==> src/rtl/fpec_pkg.sv <==
// ----------------------------------------------------------------------------
// fpec_pkg
// shared types and constants of the flash program/erase controller front end
// ----------------------------------------------------------------------------
package fpec_pkg;

    localparam int unsigned PAGE_BYTES = 1024;
    localparam int unsigned ROW_BYTES  = 512;

    localparam int unsigned ADDR_W = 29;
    localparam int unsigned SIZE_W = 30;
    localparam int unsigned SUM_W  = 31;
    localparam int unsigned WORD_W = 32;

    localparam int unsigned S_TDATA_W = 136;
    localparam int unsigned M_TDATA_W = 96;
    localparam int unsigned CFG_IDX_W = 2;

    localparam logic [WORD_W-1:0] KEY_FIRST  = 32'haa996655;
    localparam logic [WORD_W-1:0] KEY_SECOND = 32'h556699aa;

    localparam logic [ADDR_W-1:0] PROG_BASE_RST = 29'h1d000000;
    localparam logic [ADDR_W-1:0] BOOT_BASE_RST = 29'h1fc00000;

    localparam logic [ADDR_W-1:0] ROW_MASK  = ADDR_W'(ROW_BYTES - 1);
    localparam logic [ADDR_W-1:0] PAGE_MASK = ADDR_W'(PAGE_BYTES - 1);

    typedef enum logic [1:0] {
        KEY_LOCKED = 2'd0,
        KEY_HALF   = 2'd1,
        KEY_OPEN   = 2'd2
    } t_key_step;

    typedef enum logic [3:0] {
        NVM_NOP   = 4'd0,
        NVM_WORD  = 4'd1,
        NVM_ROW   = 4'd3,
        NVM_ERASE = 4'd4
    } t_nvm_op;

    typedef enum logic [1:0] {
        ACT_NONE  = 2'd0,
        ACT_WORD  = 2'd1,
        ACT_ROW   = 2'd2,
        ACT_ERASE = 2'd3
    } t_action;

    typedef enum logic [CFG_IDX_W-1:0] {
        CFG_PROG_BASE = 2'd0,
        CFG_PROG_SIZE = 2'd1,
        CFG_BOOT_BASE = 2'd2,
        CFG_BOOT_SIZE = 2'd3
    } t_cfg_idx;

    typedef enum logic {
        OP_KEY  = 1'b0,
        OP_CTRL = 1'b1
    } t_op;

endpackage

==> src/rtl/flash_program_erase_controller.sv <==
// ----------------------------------------------------------------------------
// flash_program_erase_controller
// unlock key sequencer and program/erase command decoder
// ----------------------------------------------------------------------------
// usage:
//   s_axis carries register writes: tuser selects key (0) or control (1),
//   tdata holds the key word, control bits, op code, target, data and
//   source address. m_axis returns one result per transaction: the
//   WR output bit, the WRERR flag, the decoded command and the unlock status.
//   the cfg channel writes the region bases and sizes; it is always ready
//   and is meant to be used only while no transaction is in flight.
// throughput:
//   one transaction per cycle while m_axis_tready holds; a transaction is
//   captured in an input register, decoded and checked combinationally from
//   it, and its result is then registered in the output register.
// reset:
//   the key sequencer relocks, regions return to their default bases with
//   size zero, both pipeline registers are emptied.
// stall:
//   a stalled output holds its result; the input register still fills,
//   then s_axis tready drops until the output register is taken.
// ----------------------------------------------------------------------------
module flash_program_erase_controller
    import fpec_pkg::*;
(
    input  logic                  i_clk,
    input  logic                  i_rst_n,

    input  logic                  s_axis_tvalid,
    output logic                  s_axis_tready,
    // key_value, wr_bit, wren_bit, nvm_op, target_addr, word_value, source_addr
    input  logic [S_TDATA_W-1:0]  s_axis_tdata,
    // op
    input  logic                  s_axis_tuser,

    output logic                  m_axis_tvalid,
    input  logic                  m_axis_tready,
    // wr_out, wrerr_set, region, flash_offset, data_out, source_phys, unlocked
    output logic [M_TDATA_W-1:0]  m_axis_tdata,
    // action
    output logic [1:0]            m_axis_tuser,

    input  logic                  i_cfg_valid,
    output logic                  o_cfg_ready,
    input  logic [CFG_IDX_W-1:0]  i_cfg_addr,
    input  logic [WORD_W-1:0]     i_cfg_data
);

    // configuration
    logic [ADDR_W-1:0] r_prog_base;
    logic [SIZE_W-1:0] r_prog_size;
    logic [ADDR_W-1:0] r_boot_base;
    logic [SIZE_W-1:0] r_boot_size;

    t_key_step r_key_step;
    t_key_step n_key_step;

    // input register
    logic                 r_s1_valid;
    logic                 r_s1_op;
    logic [WORD_W-1:0]    r_s1_key;
    logic                 r_s1_wr;
    logic                 r_s1_wren;
    logic [3:0]           r_s1_nvm_op;
    logic [WORD_W-1:0]    r_s1_addr;
    logic [WORD_W-1:0]    r_s1_data;
    logic [WORD_W-1:0]    r_s1_src;

    // output register
    logic                 r_out_valid;
    logic                 r_out_wr;
    logic                 r_out_err;
    t_action              r_out_action;
    logic                 r_out_region;
    logic [ADDR_W-1:0]    r_out_offset;
    logic [WORD_W-1:0]    r_out_data;
    logic [ADDR_W-1:0]    r_out_sphys;
    logic                 r_out_unlocked;

    logic                 n_wr;
    logic                 n_err;
    t_action              n_action;
    logic                 n_region;
    logic [ADDR_W-1:0]    n_offset;
    logic [WORD_W-1:0]    n_data;
    logic [ADDR_W-1:0]    n_sphys;

    logic                 advance;
    logic                 s_accept;

    logic [ADDR_W-1:0]    phys;
    logic [SUM_W-1:0]     prog_end;
    logic [SUM_W-1:0]     boot_end;
    logic                 in_prog;
    logic                 in_boot;
    logic                 hit;
    logic                 hit_region;
    logic [ADDR_W-1:0]    hit_off;
    logic [SIZE_W-1:0]    hit_size;
    logic [ADDR_W-1:0]    row_off;
    logic [ADDR_W-1:0]    erase_off;
    logic                 word_fits;
    logic                 row_fits;
    logic                 page_fits;

    assign advance       = !r_out_valid || m_axis_tready;
    assign s_axis_tready = !r_s1_valid || advance;
    assign s_accept      = s_axis_tvalid && s_axis_tready;
    assign o_cfg_ready   = 1'b1;

    // region match
    assign phys     = r_s1_addr[ADDR_W-1:0];
    assign prog_end = SUM_W'(r_prog_base) + SUM_W'(r_prog_size);
    assign boot_end = SUM_W'(r_boot_base) + SUM_W'(r_boot_size);
    assign in_prog  = (r_prog_size != '0) && (phys >= r_prog_base)
                      && (SUM_W'(phys) < prog_end);
    assign in_boot  = (r_boot_size != '0) && (phys >= r_boot_base)
                      && (SUM_W'(phys) < boot_end);
    assign hit        = in_prog || in_boot;
    assign hit_region = !in_prog;
    assign hit_off    = in_prog ? (phys - r_prog_base) : (phys - r_boot_base);
    assign hit_size   = in_prog ? r_prog_size : r_boot_size;
    assign row_off    = hit_off & ~ROW_MASK;
    assign erase_off  = hit_off & ~PAGE_MASK;
    assign word_fits  = (SUM_W'(hit_off) + SUM_W'(4)) <= SUM_W'(hit_size);
    assign row_fits   = (SUM_W'(row_off) + SUM_W'(ROW_BYTES)) <= SUM_W'(hit_size);
    assign page_fits  = (SUM_W'(erase_off) + SUM_W'(PAGE_BYTES)) <= SUM_W'(hit_size);

    always_comb begin
        n_key_step = r_key_step;
        n_wr       = 1'b0;
        n_err      = 1'b0;
        n_action   = ACT_NONE;
        n_region   = 1'b0;
        n_offset   = '0;
        n_data     = '0;
        n_sphys    = '0;
        if (r_s1_op == OP_KEY) begin
            if (r_s1_key == KEY_FIRST && r_key_step == KEY_LOCKED) begin
                n_key_step = KEY_HALF;
            end else if (r_s1_key == KEY_SECOND && r_key_step == KEY_HALF) begin
                n_key_step = KEY_OPEN;
            end else begin
                n_key_step = KEY_LOCKED;
            end
        end else if (r_s1_wr) begin
            n_key_step = KEY_LOCKED;
            n_err      = 1'b1;
            if (r_key_step == KEY_OPEN && r_s1_wren) begin
                case (r_s1_nvm_op)
                    NVM_NOP: begin
                        n_err = 1'b0;
                    end
                    NVM_WORD: begin
                        if (r_s1_addr[1:0] == 2'b00 && hit && word_fits) begin
                            n_err    = 1'b0;
                            n_action = ACT_WORD;
                            n_region = hit_region;
                            n_offset = hit_off;
                            n_data   = r_s1_data;
                        end
                    end
                    NVM_ROW: begin
                        if (hit && row_fits) begin
                            n_err    = 1'b0;
                            n_action = ACT_ROW;
                            n_region = hit_region;
                            n_offset = row_off;
                            // kseg0, kseg1 and the default mask all keep the low 29 bits
                            n_sphys  = r_s1_src[ADDR_W-1:0];
                        end
                    end
                    NVM_ERASE: begin
                        if (hit && page_fits) begin
                            n_err    = 1'b0;
                            n_action = ACT_ERASE;
                            n_region = hit_region;
                            n_offset = erase_off;
                        end
                    end
                    default: begin
                        n_err = 1'b1;
                    end
                endcase
            end
        end
    end

    // configuration registers
    always_ff @(posedge i_clk) begin
        if (!i_rst_n) begin
            r_prog_base <= PROG_BASE_RST;
            r_prog_size <= '0;
            r_boot_base <= BOOT_BASE_RST;
            r_boot_size <= '0;
        end else if (i_cfg_valid) begin
            case (i_cfg_addr)
                CFG_PROG_BASE: r_prog_base <= i_cfg_data[ADDR_W-1:0];
                CFG_PROG_SIZE: r_prog_size <= i_cfg_data[SIZE_W-1:0];
                CFG_BOOT_BASE: r_boot_base <= i_cfg_data[ADDR_W-1:0];
                CFG_BOOT_SIZE: r_boot_size <= i_cfg_data[SIZE_W-1:0];
                default: begin
                end
            endcase
        end
    end

    // control state
    always_ff @(posedge i_clk) begin
        if (!i_rst_n) begin
            r_s1_valid  <= 1'b0;
            r_out_valid <= 1'b0;
            r_key_step  <= KEY_LOCKED;
        end else begin
            if (s_axis_tready) begin
                r_s1_valid <= s_axis_tvalid;
            end
            if (advance) begin
                r_out_valid <= r_s1_valid;
                if (r_s1_valid) begin
                    r_key_step <= n_key_step;
                end
            end
        end
    end

    // input payload
    always_ff @(posedge i_clk) begin
        if (s_accept) begin
            r_s1_op     <= s_axis_tuser;
            r_s1_key    <= s_axis_tdata[31:0];
            r_s1_wr     <= s_axis_tdata[32];
            r_s1_wren   <= s_axis_tdata[33];
            r_s1_nvm_op <= s_axis_tdata[37:34];
            r_s1_addr   <= s_axis_tdata[69:38];
            r_s1_data   <= s_axis_tdata[101:70];
            r_s1_src    <= s_axis_tdata[133:102];
        end
    end

    // output payload
    always_ff @(posedge i_clk) begin
        if (advance && r_s1_valid) begin
            r_out_wr       <= n_wr;
            r_out_err      <= n_err;
            r_out_action   <= n_action;
            r_out_region   <= n_region;
            r_out_offset   <= n_offset;
            r_out_data     <= n_data;
            r_out_sphys    <= n_sphys;
            r_out_unlocked <= (n_key_step == KEY_OPEN);
        end
    end

    assign m_axis_tvalid = r_out_valid;
    assign m_axis_tuser  = r_out_action;
    assign m_axis_tdata  = {2'b00, r_out_unlocked, r_out_sphys, r_out_data,
                            r_out_offset, r_out_region, r_out_err, r_out_wr};

    // a control write with WR always relocks
    a_wr_relocks: assert property (@(posedge i_clk) disable iff (!i_rst_n)
        advance && r_s1_valid && r_s1_op == OP_CTRL && r_s1_wr
        |=> r_key_step == KEY_LOCKED)
        else $error("key sequencer not relocked after WR");

    // a command is never issued together with an error
    a_cmd_no_err: assert property (@(posedge i_clk) disable iff (!i_rst_n)
        r_out_valid && r_out_action != ACT_NONE |-> !r_out_err && !r_out_unlocked)
        else $error("command issued with error or still unlocked");

    // data word only travels with a word program
    a_data_word: assert property (@(posedge i_clk) disable iff (!i_rst_n)
        r_out_valid && r_out_data != '0 |-> r_out_action == ACT_WORD)
        else $error("data word outside word program");

    // unlocked only follows a key write
    a_unlock_key: assert property (@(posedge i_clk) disable iff (!i_rst_n)
        advance && r_s1_valid && n_key_step == KEY_OPEN && r_key_step != KEY_OPEN
        |-> r_s1_op == OP_KEY)
        else $error("unlock without key write");

endmodule

==> config.mk <==
export PLATFORM = sky130hd
export DESIGN_NAME = flash_program_erase_controller
export DESIGN_NICKNAME = d
export VERILOG_FILES = /design/src/rtl/fpec_pkg.sv /design/src/rtl/flash_program_erase_controller.sv
export SDC_FILE = /design/constraint.sdc
export NUM_CORES = 1
export LEC_CHECK = 0
export BUFFER_PORTS_ARGS = -buffer_cell sky130_fd_sc_hd__buf_2
export CORE_ASPECT_RATIO = 0.6
export CORE_MARGIN = 5
export CORE_UTILIZATION = 50
export CTS_BUF_LIST = sky130_fd_sc_hd__clkbuf_16
export DETAILED_ROUTE_END_ITERATION = 10
export MAX_ROUTING_LAYER = met4
export PLACE_DENSITY = 0.69
export SLEW_MARGIN = 25
export SYNTH_ARGS = -nofsm -noshare
export SYNTH_HDL_FRONTEND = slang
export SYNTH_SLANG_ARGS = --single-unit
==> constraint.sdc <==
create_clock -name i_clk -period 12.9 [get_ports i_clk]
set_clock_uncertainty 0.1 [all_clocks]
set_input_delay 2.58 -clock i_clk [delete_from_list [all_inputs] [get_ports i_clk]]
set_output_delay 2.58 -clock i_clk [all_outputs]
set_load 0.05 [all_outputs]
==> results of run 1 <==
[worst paths after layout]
kind                                                   start                      endpoint  slack [ns]  depth (start not counted)
worst max-delay path             r_prog_size[0]$_SDFFE_PN0P_       r_out_err$_SDFFCE_PN0P_        1.31                         42
worst min-delay path            r_prog_base[16]$_SDFFE_PN0P_  r_prog_base[16]$_SDFFE_PN0P_        0.40                          2
worst max register to register   r_prog_size[0]$_SDFFE_PN0P_       r_out_err$_SDFFCE_PN0P_        1.31                         42
worst min register to register  r_prog_base[16]$_SDFFE_PN0P_  r_prog_base[16]$_SDFFE_PN0P_        0.40                          2
[power by group through the flow]
stage / clock network, mW / logic, mW / registers [mW]
finish: 0.979 / 0.924 / 1.27
global route: 1.05 / 1.01 / 1.27
detailed placement: 0 / 0.900 / 1.29
global placement: 0 / 0.888 / 1.29
CTS: 0.998 / 0.906 / 1.27
floorplan: 0 / 0.582 / 1.34
[synthesized netlist by cell type (11+ instances only)]
master	n
sky130_fd_sc_hd__a21oi_1	154
sky130_fd_sc_hd__nor2b_1	28
sky130_fd_sc_hd__ha_1	247
sky130_fd_sc_hd__edfxtp_1	224
sky130_fd_sc_hd__and4_1	14
sky130_fd_sc_hd__a211oi_1	24
sky130_fd_sc_hd__o21ai_0	81
sky130_fd_sc_hd__dfxtp_1	122
sky130_fd_sc_hd__nor3b_1	13
sky130_fd_sc_hd__nand3_1	58
sky130_fd_sc_hd__nand2b_1	22
sky130_fd_sc_hd__xor2_1	57
sky130_fd_sc_hd__clkbuf_1	60
sky130_fd_sc_hd__buf_4	11
sky130_fd_sc_hd__xnor2_1	97
sky130_fd_sc_hd__o21a_1	30
sky130_fd_sc_hd__and2_1	83
sky130_fd_sc_hd__inv_1	98
sky130_fd_sc_hd__nor4_1	27
sky130_fd_sc_hd__or3_1	12
sky130_fd_sc_hd__a31oi_1	18
sky130_fd_sc_hd__nor3_1	53
sky130_fd_sc_hd__nand4_1	52
sky130_fd_sc_hd__a21o_1	84
sky130_fd_sc_hd__and3_1	19
sky130_fd_sc_hd__mux2i_1	44
sky130_fd_sc_hd__buf_2	23
sky130_fd_sc_hd__o211ai_1	24
sky130_fd_sc_hd__a21boi_0	112
sky130_fd_sc_hd__nand2_1	355
sky130_fd_sc_hd__nor2_1	94
[final cells by class]
type / instances / area, sq um
inverters: 98 / 368
multi-input cells: 1996 / 14100
repair buffers: 289 / 1550
flip-flops and latches: 346 / 9170
well taps: 640 / 801
clock inverters: 29 / 165
clock buffers: 36 / 901
fillers: 4260 / 20600
[flip-flops by register name (all words and copies together) (netlist names), 2 cells and up]
register      cells
r_prog_size      30
r_prog_base      29
r_s1_addr        29
r_s1_src         29
r_boot_base      29
r_s1_key         32
r_s1_data        32
r_key_step        2
r_out_offset     29
r_s1_nvm_op       4
r_out_data       32
r_out_sphys      29
r_boot_size      30
m_axis_tuser      2
[metal layers]
layer  routed length [microns]  global-route usage  up-vias
met5                         0                   -        -
met4                      1230              0.0480        0
met3                      6770              0.0544       88
met2                     32500               0.415      835
met1                     39500               0.465    10000
li1                          -                   -     9762
[logic make-up (layout without fill, tap and decap cells)]
logic type      count (synthesis)  in the layout
fa+ha+maj                     251            251
flops                         346            346
xor+xnor                      154            154
mux                            57             57
compound gates                644            644
simple gates                  886            886
buf+inv                       195            452
other cells                     2              4
[through the flow]
| step | area (sq um) | setup slack, ns | utilization | total power, mW |
|---|---|---|---|---|
| floorplan | 24100 | 3.86 | - | 1.92 |
| global placement | 26000 | 1.77 | 0.545 | 2.18 |
| detailed placement | 26000 | 1.55 | 0.545 | 2.19 |
| CTS | 27100 | 1.51 | 0.568 | 3.17 |
| global route | 27100 | 0.727 | 0.568 | 3.33 |
| finish | 27100 | 1.31 | 0.568 | 3.17 |
[worst register-to-register path: cells and delay by family, from the launching register on]
kind	cells	cell delay, ns
AOI/OAI and AO/OA	22	5.94
xor gates and xnor gates	2	0.27
adders and majority gates	5	1.39
buffers and inverters	1	0.11
DFF	1	0.35
muxes	2	0.65
and+or+nand+nor	10	2.54
==> flow_summary.toml, run 1 <==
[worst_setup_path]
critical_path_arrival_ns = 11.77
timing.critical_path.max_delay_family = "compound AO/OA/AOI/OAI gates"
cpPeakStageDelay_ns = 0.64
crit_fanout = 45
endpoint_kind = "flip-flop"
critPathSlowestCell = "sky130_fd_sc_hd__a211oi_1"
worst-path-buf-inv = 1
critical_path.most_common_cell = "sky130_fd_sc_hd__a21o_1"
crit_type = "reg2reg"
worstPathRequired_ns = 13.08
worstSetupStartpointType = "flip-flop"

[global_route]
grt_util_all_layers = 0.300
antenna_found_initial = 0
grt_start_max_net_pins = 123
first_global_vias = 19600
grt_overflow = 0
grt_pass1_wl_mm = 120

[route]
detail_route.wl_per_cell_microns = 23.3
avgViaCountPerCell = 6.02
antenna_violating_nets_post_route = 0
routed-via-count = 20700
post-route-drc-count = 0
drt_pass1_iterations = 5
number_of_violations_reported_at_the_end_of_detailed_routing_iteration_0 = 2302
route.final.wire_length_mm = 80.0

[clock_tree]
numCtsBuffers = 36
ctsResizeCount = 0
path_clk_slew_ns = 0.06
worst_skew_late_latency_ns = 0.56
clkSinkCount = 346
cts_tree = "built"
htree_num_levels = 2
cts.root.buffer_cell = "sky130_fd_sc_hd__clkbuf_16"
cts.hold.buffers_added = 0
cts.repair_timing.setup_buffer_count = 0
maximum_buffer_depth_of_the_clock_tree = 3

[timing]
maxClockFrequency_ghz = 0.0863
min_period_ns = 11.59
report.final.slew_viol_count = 0
final.period_utilization = 0.898
timing_worst_slew_pin_value_ns = 1.04
finalHoldViolCount = 0
grt_setup_unrepaired = "no"
report.final.setup_viol = 0
fin_worst_hold_slack_ns = 0.395
totalNegativeSetupSlack_ns = 0
slew_headroom = 0.285

[run]
drv_cap = 0

[logic_synthesis]
synth_top_area_cell = "sky130_fd_sc_hd__edfxtp_1"
synth_top_family_by_area = "simple AND/OR/NAND/NOR gates"
syn_inst = 2535
post_synth_and_or_nand_nor_area_fraction = 0.187
synth_top_cells_by_area = "sky130_fd_sc_hd__edfxtp_1, sky130_fd_sc_hd__ha_1, sky130_fd_sc_hd__dfxtp_1"
ys_async_sr_fraction = 0
ys_seq_area_frac = 0.381
synth.mux.area_fraction = 0.0250
ys_warn_count = 0
synth.ff_latch_count = 346
yosys_most_used_dff = "sky130_fd_sc_hd__edfxtp_1"
synthXorXnorAreaFrac = 0.0560
post_synth_edffs = 224
synth_compound_area_frac = 0.186
summed_instance_area_of_the_synthesized_netlist_sq_um = 24100
synth.top_cell.area_share = 0.279
ys_types = 102
synth-adder-area-share = 0.132
syn_area_per_cell_sq_um = 9.50

[floorplan]
rows = 62
floorplan.initialDensity = 0.505
die-height_microns = 180
floorplan.die.width_microns = 293
top_level_ports = 277
placeableCoreArea_sq_um = 47700
floorplan.die_area_sq_um = 52800

[outcome]
status = "completed"

[power]
sw_pwr_mw = 1.07
worst_ir_drop_vdd_uv = 89.2
power.leakage_nw = 10.6
internal-power_mw = 2.10
combinationalPowerShare = 0.291
p_seq_frac = 0.400
netSwitchingFraction = 0.338
power-per-cell-area_nw_per_um2 = 117
power.clock.fraction = 0.309

[placed_design]
gp_congestion = 1.02
place_hpwl_mm = 64.0
placement.io_buffers = 262
post-place-cells = 3369

[finish]
syn_to_final_growth_pct = 12.5
final_cell_count_no_fill = 3434
nets = 3194
antenna_cells = 0
fraction_of_layout_instances_using_a_drive_strength_above_1 = 0.147
layout_commonest_cell = "sky130_fd_sc_hd__nand2_1"
layout_common_cells = "sky130_fd_sc_hd__nand2_1, sky130_fd_sc_hd__buf_2, sky130_fd_sc_hd__ha_1"

[min_path]
min_path_type = "reg2reg"
No activity file was read; power rests on OpenSTA's default activity.
==> run 2: changes to the inputs <==
RECOVER_POWER = 100   (was unset)
==> run 2 against run 1 <==
Compared with the run above: the flow now finishes with violations (capacitance limit, slew limit); setup slack lost 0.34 ns; sequential power hardly changed; via count increased by 0.25%; first-iteration DRC count rose by 0.83%; clock-buffer cell count stayed put; sequential cell count did not move; maximum frequency down 2.8%; die area unchanged; final area is 0.77% lower; clock power is essentially flat; largest power group unchanged.
==> flow_summary.toml, run 2 (synthesized netlist as in run 1, its figures left out) <==
[outcome]
status = "complete, but fails checks"
violations = "capacitance limit, slew limit"

[timing]
min_period_ns = 11.93
grt_setup_unrepaired = "no"
report.final.setup_viol = 0
timing_worst_slew_pin_value_ns = 4.70
maxClockFrequency_ghz = 0.0838
finalHoldViolCount = 0
fin_worst_hold_slack_ns = 0.398
report.final.slew_viol_count = 357
slew_headroom = -2.13
totalNegativeSetupSlack_ns = 0
final.period_utilization = 0.925

[floorplan]
top_level_ports = 277
floorplan.die.width_microns = 293
floorplan.die_area_sq_um = 52800
die-height_microns = 180
rows = 62
placeableCoreArea_sq_um = 47700
floorplan.initialDensity = 0.505

[worst_setup_path]
crit_fanout = 45
worstPathRequired_ns = 13.15
critical_path.most_common_cell = "sky130_fd_sc_hd__a21o_1"
worst-path-buf-inv = 2
worst-r2r-setup-slack_ns = 0.97
endpoint_kind = "flip-flop"
critical_path_arrival_ns = 12.18
cpPeakStageDelay_ns = 0.65
worstSetupStartpointType = "flip-flop"
critPathSlowestCell = "sky130_fd_sc_hd__a211oi_1"
timing.critical_path.max_delay_family = "compound AO/OA/AOI/OAI gates"
crit_type = "reg2reg"

[run]
drv_cap = 6

[clock_tree]
worst_skew_late_latency_ns = 0.56
cts.hold.buffers_added = 0
path_clk_slew_ns = 0.06
clkSinkCount = 346
numCtsBuffers = 36
htree_num_levels = 2
cts.repair_timing.setup_buffer_count = 0
cts.root.buffer_cell = "sky130_fd_sc_hd__clkbuf_16"
cts_tree = "built"
ctsResizeCount = 0
maximum_buffer_depth_of_the_clock_tree = 3

[placed_design]
placement.cell_area_sq_um = 26000
place_hpwl_mm = 64.0
post-place-cells = 3369
placement.io_buffers = 262
gp_congestion = 1.02

[power]
power.leakage_nw = 10.3
finalPower_mw = 3.17
worst_ir_drop_vdd_uv = 89.4
power-per-cell-area_nw_per_um2 = 118

[finish]
syn_to_final_growth_pct = 11.6
finish.instance_area_sq_um = 26900
antenna_cells = 0
final_cell_count_no_fill = 3434
layout_top_registers = "r_out_data: 32 flops, r_s1_data: 32 flops, r_s1_key: 32 flops"
layout_commonest_cell = "sky130_fd_sc_hd__nand2_1"
fraction_of_layout_instances_using_a_drive_strength_above_1 = 0.107
fillers = 4325
nets = 3194
layout_common_cells = "sky130_fd_sc_hd__nand2_1, sky130_fd_sc_hd__ha_1, sky130_fd_sc_hd__edfxtp_1"

[min_path]
min_path_type = "reg2reg"

[route]
detail_route.wl_per_cell_microns = 23.3
number_of_violations_reported_at_the_end_of_detailed_routing_iteration_0 = 2321
route.final.wire_length_mm = 80.1
antenna_violating_nets_post_route = 0
post-route-drc-count = 0
avgViaCountPerCell = 6.04
routed-via-count = 20700
drt_pass1_iterations = 5

[global_route]
grt_start_max_net_pins = 123
grt_util_all_layers = 0.300
grt_overflow = 0
grt_pass1_wl_mm = 120
antenna_found_initial = 1
first_global_vias = 19600
[run 2: cell types whose count changed in the layout (fill, tap and decap cells not counted), moves of 5 or more]
cell	delta
sky130_fd_sc_hd__and2_1	-32
sky130_fd_sc_hd__buf_4	-5
sky130_fd_sc_hd__clkbuf_1	+106
sky130_fd_sc_hd__buf_2	-99
sky130_fd_sc_hd__and2_0	+33
[run 2: cell type report]
type                            count  area (sq um)  area share
Timing Repair Buffer              289          1380      0.0512
Multi-Input combinational cell   1996         14100       0.525
Clock inverter                     29           165     0.00614
Tap cell                          640           801      0.0298
Sequential cell                   346          9170       0.341
Inverter                           98           368      0.0137
Clock buffer                       36           901      0.0335
[run 2: metrics by stage]
stage / worst slack [ns] / util
final: 0.972 / 0.564
after global routing: 0.364 / 0.564
after CTS: 1.51 / 0.568
after detailed placement: 1.55 / 0.545
after global placement: 1.77 / 0.545
after floorplan: 3.86 / -
[run 2: metal layers]
layer / vias up / wire (microns) / GRT usage / part of all wire
li1: 9764 / - / - / -
met1: 10100 / 39200 / 0.465 / 0.49
met2: 837 / 32600 / 0.415 / 0.41
met3: 85 / 7070 / 0.0544 / 0.088
met4: 0 / 1240 / 0.0480 / 0.016
met5: - / 0 / - / 0
[run 2: tightest hold or removal path, delay by kind of cell, from the launching register on]
family | cells | cell delay, ns
AND/OR/NAND/NOR | 1 | 0.05
AO/OA/AOI/OAI | 1 | 0.07
flip-flops | 1 | 0.33
[run 2: final timing paths]
path / from / end / cells after the start
setup / recovery: r_prog_size[0]$_SDFFE_PN0P_ / r_out_offset[23]$_SDFFCE_PN0P_ / 42
hold / removal: r_prog_base[16]$_SDFFE_PN0P_ / r_prog_base[16]$_SDFFE_PN0P_ / 2
setup reg to reg: r_prog_size[0]$_SDFFE_PN0P_ / r_out_offset[23]$_SDFFCE_PN0P_ / 42
hold reg to reg: r_prog_base[16]$_SDFFE_PN0P_ / r_prog_base[16]$_SDFFE_PN0P_ / 2
[run 2: power by group]
part / switching [mW] / internal [mW] / total [mW]
clock network: 0.452 / 0.529 / 0.981
logic: 0.584 / 0.332 / 0.916
registers: 0.0364 / 1.24 / 1.27
total: 1.07 / 2.10 / 3.17
